File: src/sv/text_console_writer_assert.svh
// assertion macros shared by the console writer
`ifndef TEXT_CONSOLE_WRITER_ASSERT_SVH
`define TEXT_CONSOLE_WRITER_ASSERT_SVH

// same-cycle implication, checked out of reset
`define TCW_ASSERT_NOW(lbl, ante, cons, msg) \
  lbl: assert property (@(posedge clk) disable iff (!rst_n) (ante) |-> (cons)) else $error(msg);

// next-cycle implication, checked out of reset
`define TCW_ASSERT_NEXT(lbl, ante, cons, msg) \
  lbl: assert property (@(posedge clk) disable iff (!rst_n) (ante) |=> (cons)) else $error(msg);

`endif

File: src/sv/tcw_pkg.sv
`timescale 1ns / 1ps

package tcw_pkg;

  localparam int COLUMNS    = 80;
  localparam int TEXT_ROWS  = 24;
  localparam int TAB_STOP   = 4;

  localparam int TEXT_CELLS = COLUMNS * TEXT_ROWS;
  localparam int ALL_CELLS  = COLUMNS * (TEXT_ROWS + 1);
  localparam int MOVE_CELLS = COLUMNS * (TEXT_ROWS - 1);

  localparam int ADDR_W = $clog2(ALL_CELLS);
  localparam int CELL_W = 16;
  localparam int OP_W   = 2;
  localparam int CHAR_W = 8;
  localparam int NIB_W  = 4;
  localparam int IDX_W  = 12;
  localparam int POS_W  = 11;
  localparam int COL_W  = 7;
  localparam int ROW_W  = 5;

  // tab stop is a power of two, so the column test is a mask
  localparam logic [COL_W-1:0] TAB_MASK = COL_W'(TAB_STOP - 1);

  localparam logic [CHAR_W-1:0] CH_BS    = 8'd8;
  localparam logic [CHAR_W-1:0] CH_TAB   = 8'd9;
  localparam logic [CHAR_W-1:0] CH_LF    = 8'd10;
  localparam logic [CHAR_W-1:0] CH_CR    = 8'd13;
  localparam logic [CHAR_W-1:0] CH_SPACE = 8'h20;

  // space, fore 7, back 0 / space, fore 0, back 15
  localparam logic [CELL_W-1:0] BLANK_CELL = 16'h0720;
  localparam logic [CELL_W-1:0] WHITE_CELL = 16'hF020;

  typedef enum logic [OP_W-1:0] {
    OP_PUT   = 2'd0,
    OP_CLEAR = 2'd1,
    OP_BAR   = 2'd2,
    OP_READ  = 2'd3
  } op_t;

  typedef struct packed {
    logic              we;
    logic [ADDR_W-1:0] waddr;
    logic [CELL_W-1:0] wdata;
    logic              re;
    logic [ADDR_W-1:0] raddr;
  } mem_req_t;

  typedef struct packed {
    logic [POS_W-1:0]  pos;
    logic [COL_W-1:0]  col;
    logic [ROW_W-1:0]  row;
    logic [CHAR_W-1:0] rchar;
    logic [NIB_W-1:0]  rfore;
    logic [NIB_W-1:0]  rback;
  } res_t;

endpackage

File: src/sv/tcw_ctrl.sv
`timescale 1ns / 1ps

module tcw_ctrl
  import tcw_pkg::*;
(
  input  logic              clk,
  input  logic              rst_n,
  input  logic              in_valid,
  output logic              in_ready,
  input  logic [OP_W-1:0]   in_operation,
  input  logic [CHAR_W-1:0] in_char_code,
  input  logic [NIB_W-1:0]  in_color,
  input  logic [IDX_W-1:0]  in_cell_index,
  output mem_req_t          mem_req,
  input  logic [CELL_W-1:0] mem_rdata,
  output logic              res_valid,
  input  logic              res_take,
  output res_t              res
);

  typedef enum logic [8:0] {
    ST_INIT   = 9'b000000001,
    ST_IDLE   = 9'b000000010,
    ST_TAB    = 9'b000000100,
    ST_BAR    = 9'b000001000,
    ST_READ   = 9'b000010000,
    ST_CLEAR  = 9'b000100000,
    ST_SCROLL = 9'b001000000,
    ST_BLANK  = 9'b010000000,
    ST_DONE   = 9'b100000000
  } state_t;

  state_t            state_r, state_nxt;
  logic [COL_W-1:0]  col_r, col_nxt;
  logic [ROW_W-1:0]  row_r, row_nxt;
  logic [ADDR_W-1:0] cnt_r, cnt_nxt;
  logic [CHAR_W-1:0] ch_r, ch_nxt;
  logic [NIB_W-1:0]  fore_r, fore_nxt;
  logic [ADDR_W-1:0] baddr_r, baddr_nxt;
  logic              hit_r, hit_nxt;
  logic [CELL_W-1:0] rcell_r, rcell_nxt;

  logic [ADDR_W-1:0] cur_addr;
  logic              wrap;
  logic              last_row;
  logic [COL_W-1:0]  adv_col;
  logic [ROW_W-1:0]  adv_row;

  assign cur_addr = ADDR_W'(row_r) * ADDR_W'(COLUMNS) + ADDR_W'(col_r);
  assign wrap     = (col_r == COL_W'(COLUMNS - 1));
  assign last_row = (row_r == ROW_W'(TEXT_ROWS - 1));
  assign adv_col  = wrap ? '0 : col_r + COL_W'(1);
  assign adv_row  = wrap ? row_r + ROW_W'(1) : row_r;

  always_comb begin
    state_nxt = state_r;
    col_nxt   = col_r;
    row_nxt   = row_r;
    cnt_nxt   = cnt_r;
    ch_nxt    = ch_r;
    fore_nxt  = fore_r;
    baddr_nxt = baddr_r;
    hit_nxt   = hit_r;
    rcell_nxt = rcell_r;
    mem_req   = '0;
    in_ready  = 1'b0;
    res_valid = 1'b0;

    unique case (state_r)
      ST_INIT, ST_CLEAR: begin
        mem_req.we    = 1'b1;
        mem_req.waddr = cnt_r;
        mem_req.wdata = (cnt_r < ADDR_W'(TEXT_CELLS)) ? BLANK_CELL : WHITE_CELL;
        cnt_nxt       = cnt_r + ADDR_W'(1);
        if (cnt_r == ADDR_W'(ALL_CELLS - 1)) begin
          cnt_nxt   = '0;
          state_nxt = (state_r == ST_INIT) ? ST_IDLE : ST_DONE;
        end
      end

      ST_IDLE: begin
        in_ready = 1'b1;
        if (in_valid) begin
          rcell_nxt = '0;
          fore_nxt  = in_color;
          ch_nxt    = in_char_code;
          state_nxt = ST_DONE;
          unique case (op_t'(in_operation))
            OP_PUT: begin
              unique case (in_char_code)
                CH_CR: begin
                  col_nxt = '0;
                end
                CH_LF: begin
                  col_nxt = '0;
                  if (last_row) begin
                    cnt_nxt   = '0;
                    state_nxt = ST_SCROLL;
                  end else begin
                    row_nxt = row_r + ROW_W'(1);
                  end
                end
                CH_BS: begin
                  // nothing to do at the origin
                  if (col_r != '0 || row_r != '0) begin
                    if (col_r == '0) begin
                      col_nxt = COL_W'(COLUMNS - 1);
                      row_nxt = row_r - ROW_W'(1);
                    end else begin
                      col_nxt = col_r - COL_W'(1);
                    end
                    mem_req.we    = 1'b1;
                    mem_req.waddr = cur_addr - ADDR_W'(1);
                    mem_req.wdata = {NIB_W'(0), in_color, CH_SPACE};
                  end
                end
                CH_TAB: begin
                  state_nxt = ST_TAB;
                end
                default: begin
                  mem_req.we    = 1'b1;
                  mem_req.waddr = cur_addr;
                  mem_req.wdata = {NIB_W'(0), in_color, in_char_code};
                  col_nxt       = adv_col;
                  row_nxt       = adv_row;
                  if (wrap && last_row) begin
                    row_nxt   = row_r;
                    cnt_nxt   = '0;
                    state_nxt = ST_SCROLL;
                  end
                end
              endcase
            end
            OP_CLEAR: begin
              col_nxt   = '0;
              row_nxt   = '0;
              cnt_nxt   = '0;
              state_nxt = ST_CLEAR;
            end
            OP_BAR: begin
              if (in_cell_index < IDX_W'(COLUMNS)) begin
                mem_req.re    = 1'b1;
                mem_req.raddr = ADDR_W'(TEXT_CELLS) + in_cell_index[ADDR_W-1:0];
                baddr_nxt     = ADDR_W'(TEXT_CELLS) + in_cell_index[ADDR_W-1:0];
                state_nxt     = ST_BAR;
              end
            end
            OP_READ: begin
              hit_nxt       = (in_cell_index < IDX_W'(ALL_CELLS));
              mem_req.re    = 1'b1;
              mem_req.raddr = in_cell_index[ADDR_W-1:0];
              state_nxt     = ST_READ;
            end
          endcase
        end
      end

      ST_TAB: begin
        mem_req.we    = 1'b1;
        mem_req.waddr = cur_addr;
        mem_req.wdata = {NIB_W'(0), fore_r, CH_SPACE};
        col_nxt       = adv_col;
        row_nxt       = adv_row;
        if ((adv_col & TAB_MASK) == '0) begin
          if (wrap && last_row) begin
            row_nxt   = row_r;
            cnt_nxt   = '0;
            state_nxt = ST_SCROLL;
          end else begin
            state_nxt = ST_DONE;
          end
        end
      end

      ST_BAR: begin
        mem_req.we    = 1'b1;
        mem_req.waddr = baddr_r;
        mem_req.wdata = {mem_rdata[CELL_W-1:CHAR_W], ch_r};
        state_nxt     = ST_DONE;
      end

      ST_READ: begin
        rcell_nxt = hit_r ? mem_rdata : '0;
        state_nxt = ST_DONE;
      end

      ST_SCROLL: begin
        // read one row ahead, write the word read last cycle one row up
        if (cnt_r < ADDR_W'(MOVE_CELLS)) begin
          mem_req.re    = 1'b1;
          mem_req.raddr = cnt_r + ADDR_W'(COLUMNS);
        end
        if (cnt_r != '0) begin
          mem_req.we    = 1'b1;
          mem_req.waddr = cnt_r - ADDR_W'(1);
          mem_req.wdata = mem_rdata;
        end
        if (cnt_r == ADDR_W'(MOVE_CELLS)) begin
          state_nxt = ST_BLANK;
        end else begin
          cnt_nxt = cnt_r + ADDR_W'(1);
        end
      end

      ST_BLANK: begin
        mem_req.we    = 1'b1;
        mem_req.waddr = cnt_r;
        mem_req.wdata = BLANK_CELL;
        cnt_nxt       = cnt_r + ADDR_W'(1);
        if (cnt_r == ADDR_W'(TEXT_CELLS - 1)) begin
          cnt_nxt   = '0;
          state_nxt = ST_DONE;
        end
      end

      ST_DONE: begin
        res_valid = 1'b1;
        if (res_take) begin
          state_nxt = ST_IDLE;
        end
      end

      default: begin
        state_nxt = ST_INIT;
        cnt_nxt   = '0;
      end
    endcase
  end

  always_comb begin
    res.pos   = POS_W'(cur_addr);
    res.col   = col_r;
    res.row   = row_r;
    res.rchar = rcell_r[CHAR_W-1:0];
    res.rfore = rcell_r[CHAR_W+NIB_W-1:CHAR_W];
    res.rback = rcell_r[CELL_W-1:CHAR_W+NIB_W];
  end

  always_ff @(posedge clk) begin
    if (!rst_n) begin
      state_r <= ST_INIT;
      col_r   <= '0;
      row_r   <= '0;
      cnt_r   <= '0;
    end else begin
      state_r <= state_nxt;
      col_r   <= col_nxt;
      row_r   <= row_nxt;
      cnt_r   <= cnt_nxt;
    end
  end

  always_ff @(posedge clk) begin
    ch_r    <= ch_nxt;
    fore_r  <= fore_nxt;
    baddr_r <= baddr_nxt;
    hit_r   <= hit_nxt;
    rcell_r <= rcell_nxt;
  end

endmodule

File: config.mk
export PLATFORM = sky130hd
export DESIGN_NAME = tcw_ctrl
export DESIGN_NICKNAME = d
export VERILOG_FILES = /design/src/sv/text_console_writer_assert.svh /design/src/sv/tcw_pkg.sv /design/src/sv/tcw_ctrl.sv
export SDC_FILE = /design/constraint.sdc
export NUM_CORES = 1
export LEC_CHECK = 0
export BUFFER_PORTS_ARGS = -buffer_cell sky130_fd_sc_hd__buf_2
export CAP_MARGIN = 20
export CORE_ASPECT_RATIO = 1.25
export CORE_MARGIN = 2
export CORE_UTILIZATION = 51
export DETAILED_ROUTE_END_ITERATION = 10
export MAX_ROUTING_LAYER = met4
export PLACE_DENSITY = 0.78
export SKIP_CTS_REPAIR_TIMING = 1
export SLEW_MARGIN = 20
export SYNTH_ARGS = -nofsm -noshare
export SYNTH_HDL_FRONTEND = slang
export SYNTH_SLANG_ARGS = --single-unit
export TNS_END_PERCENT = 5
File: constraint.sdc
create_clock -name clk -period 3.3 [get_ports clk]
set_clock_uncertainty 0.05 [all_clocks]
set_input_delay 0.495 -clock clk [delete_from_list [all_inputs] [get_ports clk]]
set_output_delay 0.495 -clock clk [all_outputs]
set_load 0.01 [all_outputs]
==> results.json <==
{
  "outcome": "finished with violations",
  "violations": "setup timing",
  "drtPass1Iterations": 6,
  "netlist_area_um2": 5970,
  "max_clock_freq_ghz": 0.286,
  "finalHoldViolCount": 0,
  "antenna_left": 0,
  "num_vias": 6639,
  "clock-sinks": 72,
  "async_flop_share_pct": 0,
  "drive_above_1_share_pct": 30.9,
  "fp-row-count": 44,
  "wirelength_um": 22600,
  "layout_common_cells": "buf_2 (126), nand2_1 (73), buf_4 (69), nor2_1 (50), edfxtp_1 (40)",
  "synth_ff_type": "edfxtp_1",
  "synthAdderAreaFrac_pct": 4.45,
  "cap_violations": 0,
  "yosys_register_bits": 72,
  "die_h_um": 125,
  "clkTransAtPathRegs_ns": 0.06,
  "critPathCaptureType": "output port",
  "final_cell_area_um2": 7500,
  "yosysWarnings": 0,
  "yosysUniqueCellTypes": 91,
  "drt_iter0_markers": 672,
  "crit_path_start_kind": "flip-flop",
  "p_leak_nw": 3.23,
  "post-place-ws_ns": 0.0847,
  "synth_seq_area_share_pct": 30.9,
  "yosys-mux-area-fraction_pct": 0.671,
  "grt_setup_unrepaired": "true",
  "grt_pass1_vias": 6444,
  "synth_nets": 789,
  "numCtsBuffers": 9,
  "grt_overflow": 0,
  "crit_type": "flip-flop to output port",
  "whs_ns": 0.296,
  "period_share_pct": 106,
  "dieArea_um2": 12600,
  "num_io_pins": 127,
  "synth_top_family_by_area": "simple AND/OR/NAND/NOR gates",
  "tightest_slew_ns": 0.768,
  "final.fill_count": 976,
  "dpl-instance-area_um2": 7030,
  "detail_route.wl_per_cell_um": 22.2,
  "gp_congestion": 0.974,
  "diodes": 0,
  "seq_area_um2": 1850,
  "clockBufferDepth": 2,
  "viasPerCell": 6.52,
  "finalSetupTns_ns": -0.379,
  "maxSlewViolCount": 0,
  "synth_compound_area_share_pct": 24.1,
  "io_buffer_count": 126,
  "fin_nets": 942,
  "globalRouteTotalUtil_pct": 35.9,
  "avgSynthCellArea_um2": 8.25,
  "relSlewSlack_pct": 48.3,
  "area.growth.synth_to_final_pct": 25.7,
  "core_um2": 11500,
  "yosys.area_share.simple_pct": 28.1,
  "multi_input_area_um2": 3900,
  "postLayoutCoreUtil_pct": 65.2,
  "cts_tree": "built",
  "min_period_ns": 3.49,
  "netlist_instances": 723,
  "grt_max_degree": 21,
  "synth_xor_area_share_pct": 5.58,
  "setup_ws_ns": -0.192,
  "antenna_found_initial": 0,
  "hold_class": "input port to flip-flop",
  "htree_levels": 3,
  "required_ns": 2.75,
  "clk_latency_ns": 0.34,
  "p_per_area_nw_per_um2": 392,
  "arrival_ns": 2.95,
  "layout_commonest_cell": "buf_2",
  "die_w_um": 101,
  "dp_hpwl_um": 17200,
  "ir_drop_mv": 0.283,
  "cts-root-buf": "clkbuf_16",
  "critPathMaxFanout": 4,
  "start_util_pct": 51.8,
  "drc": 0,
  "setup_viol": 3,
  "synth_edf_count": 40,
  "grt_pass1_wl_um": 34200
}
## synth_stat cells (6+ instances only)
library cell	n	share of area (%)
nand2_1	74	4.7
a21o_1	9	1.1
and2_1	21	2.2
inv_1	29	1.8
dfxtp_1	32	11
clkbuf_1	33	2.1
a221oi_1	9	1.3
nor4_1	11	1.2
ha_1	18	3.8
a222oi_1	8	1.3
buf_2	11	0.92
o21ai_0	40	3.4
nand2b_1	11	1.2
o211ai_1	7	0.88
nor3_1	23	1.9
xor2_1	23	3.4
edfxtp_1	40	20
and3_1	11	1.2
a21oi_1	38	3.2
o2bb2ai_1	8	1.2
a22oi_1	9	1.1
nand3_1	33	2.8
a31oi_1	9	0.94
o22ai_1	6	0.63
xnor2_1	15	2.2
nor2_1	51	3.2
nand4b_1	7	1.0
## through the flow
step	total power [mW]	cells
floorplan	1.55	723
detailed placement	1.89	1000
global placement	1.87	1000
finish	2.94	1019
CTS	2.87	1016
global route	3.06	1019
## power by group
part	switching, mW	leakage, nW	internal (mW)
registers	0.0215	0.594	0.975
clock network	0.407	0.146	0.585
logic	0.578	2.49	0.374
## sequential cells by signal, indices dropped and copies added, names as in the netlist
name     cells
baddr_r     11
ch_r         8
cnt_r       11
col_r        7
fore_r       4
hit_r        1
rcell_r     16
row_r        5
state_r      9
## cell families after synthesis
kind of cell / after synthesis
compound gates: 203
xor+xnor: 38
fa+ha+maj: 20
buf+inv: 85
flops: 72
mux: 4
simple gates: 301
## layout make-up
type	count	area share (%)
clock inverters	7	0.934
repair buffers	196	15.5
flip-flops and latches	72	24.7
inverters	31	1.65
multi-input cells	566	52.0
well taps	138	2.30
clock buffers	9	3.00
## critical path, stage by stage (launching register included)
cell and delay [ns]:
dfxtp_2 0.34, ha_4 0.25, ha_4 0.16, fa_2 0.60
and3_4 0.19, a32oi_2 0.05, xnor2_1 0.16, nor4bb_1 0.35
xnor2_1 0.12, o21ai_1 0.21, buf_2 0.17
## routing by layer
layer	share of wire, %	vias to the layer above	global-route usage [%]
li1	-	3018	-
met1	38	3125	42.9
met2	49	409	58.4
met3	7.8	87	5.39
met4	4.8	0	17.7
met5	0	-	-
## path summary, 6_finish.rpt
check             cells after the start                  start  slack, ns               endpoint
setup / recovery                     10  row_r[3]$_SDFFE_PN0P_      -0.19            mem_req[38]
hold / removal                        1       in_cell_index[2]       0.30   baddr_r[2]$_DFFE_PP_
hold reg to reg                       3  cnt_r[0]$_SDFFE_PN0P_       0.53  cnt_r[0]$_SDFFE_PN0P_
setup reg to reg                      8  cnt_r[0]$_SDFFE_PN0P_       0.25  cnt_r[3]$_SDFFE_PN0P_
(Power assumes the default switching activity.)
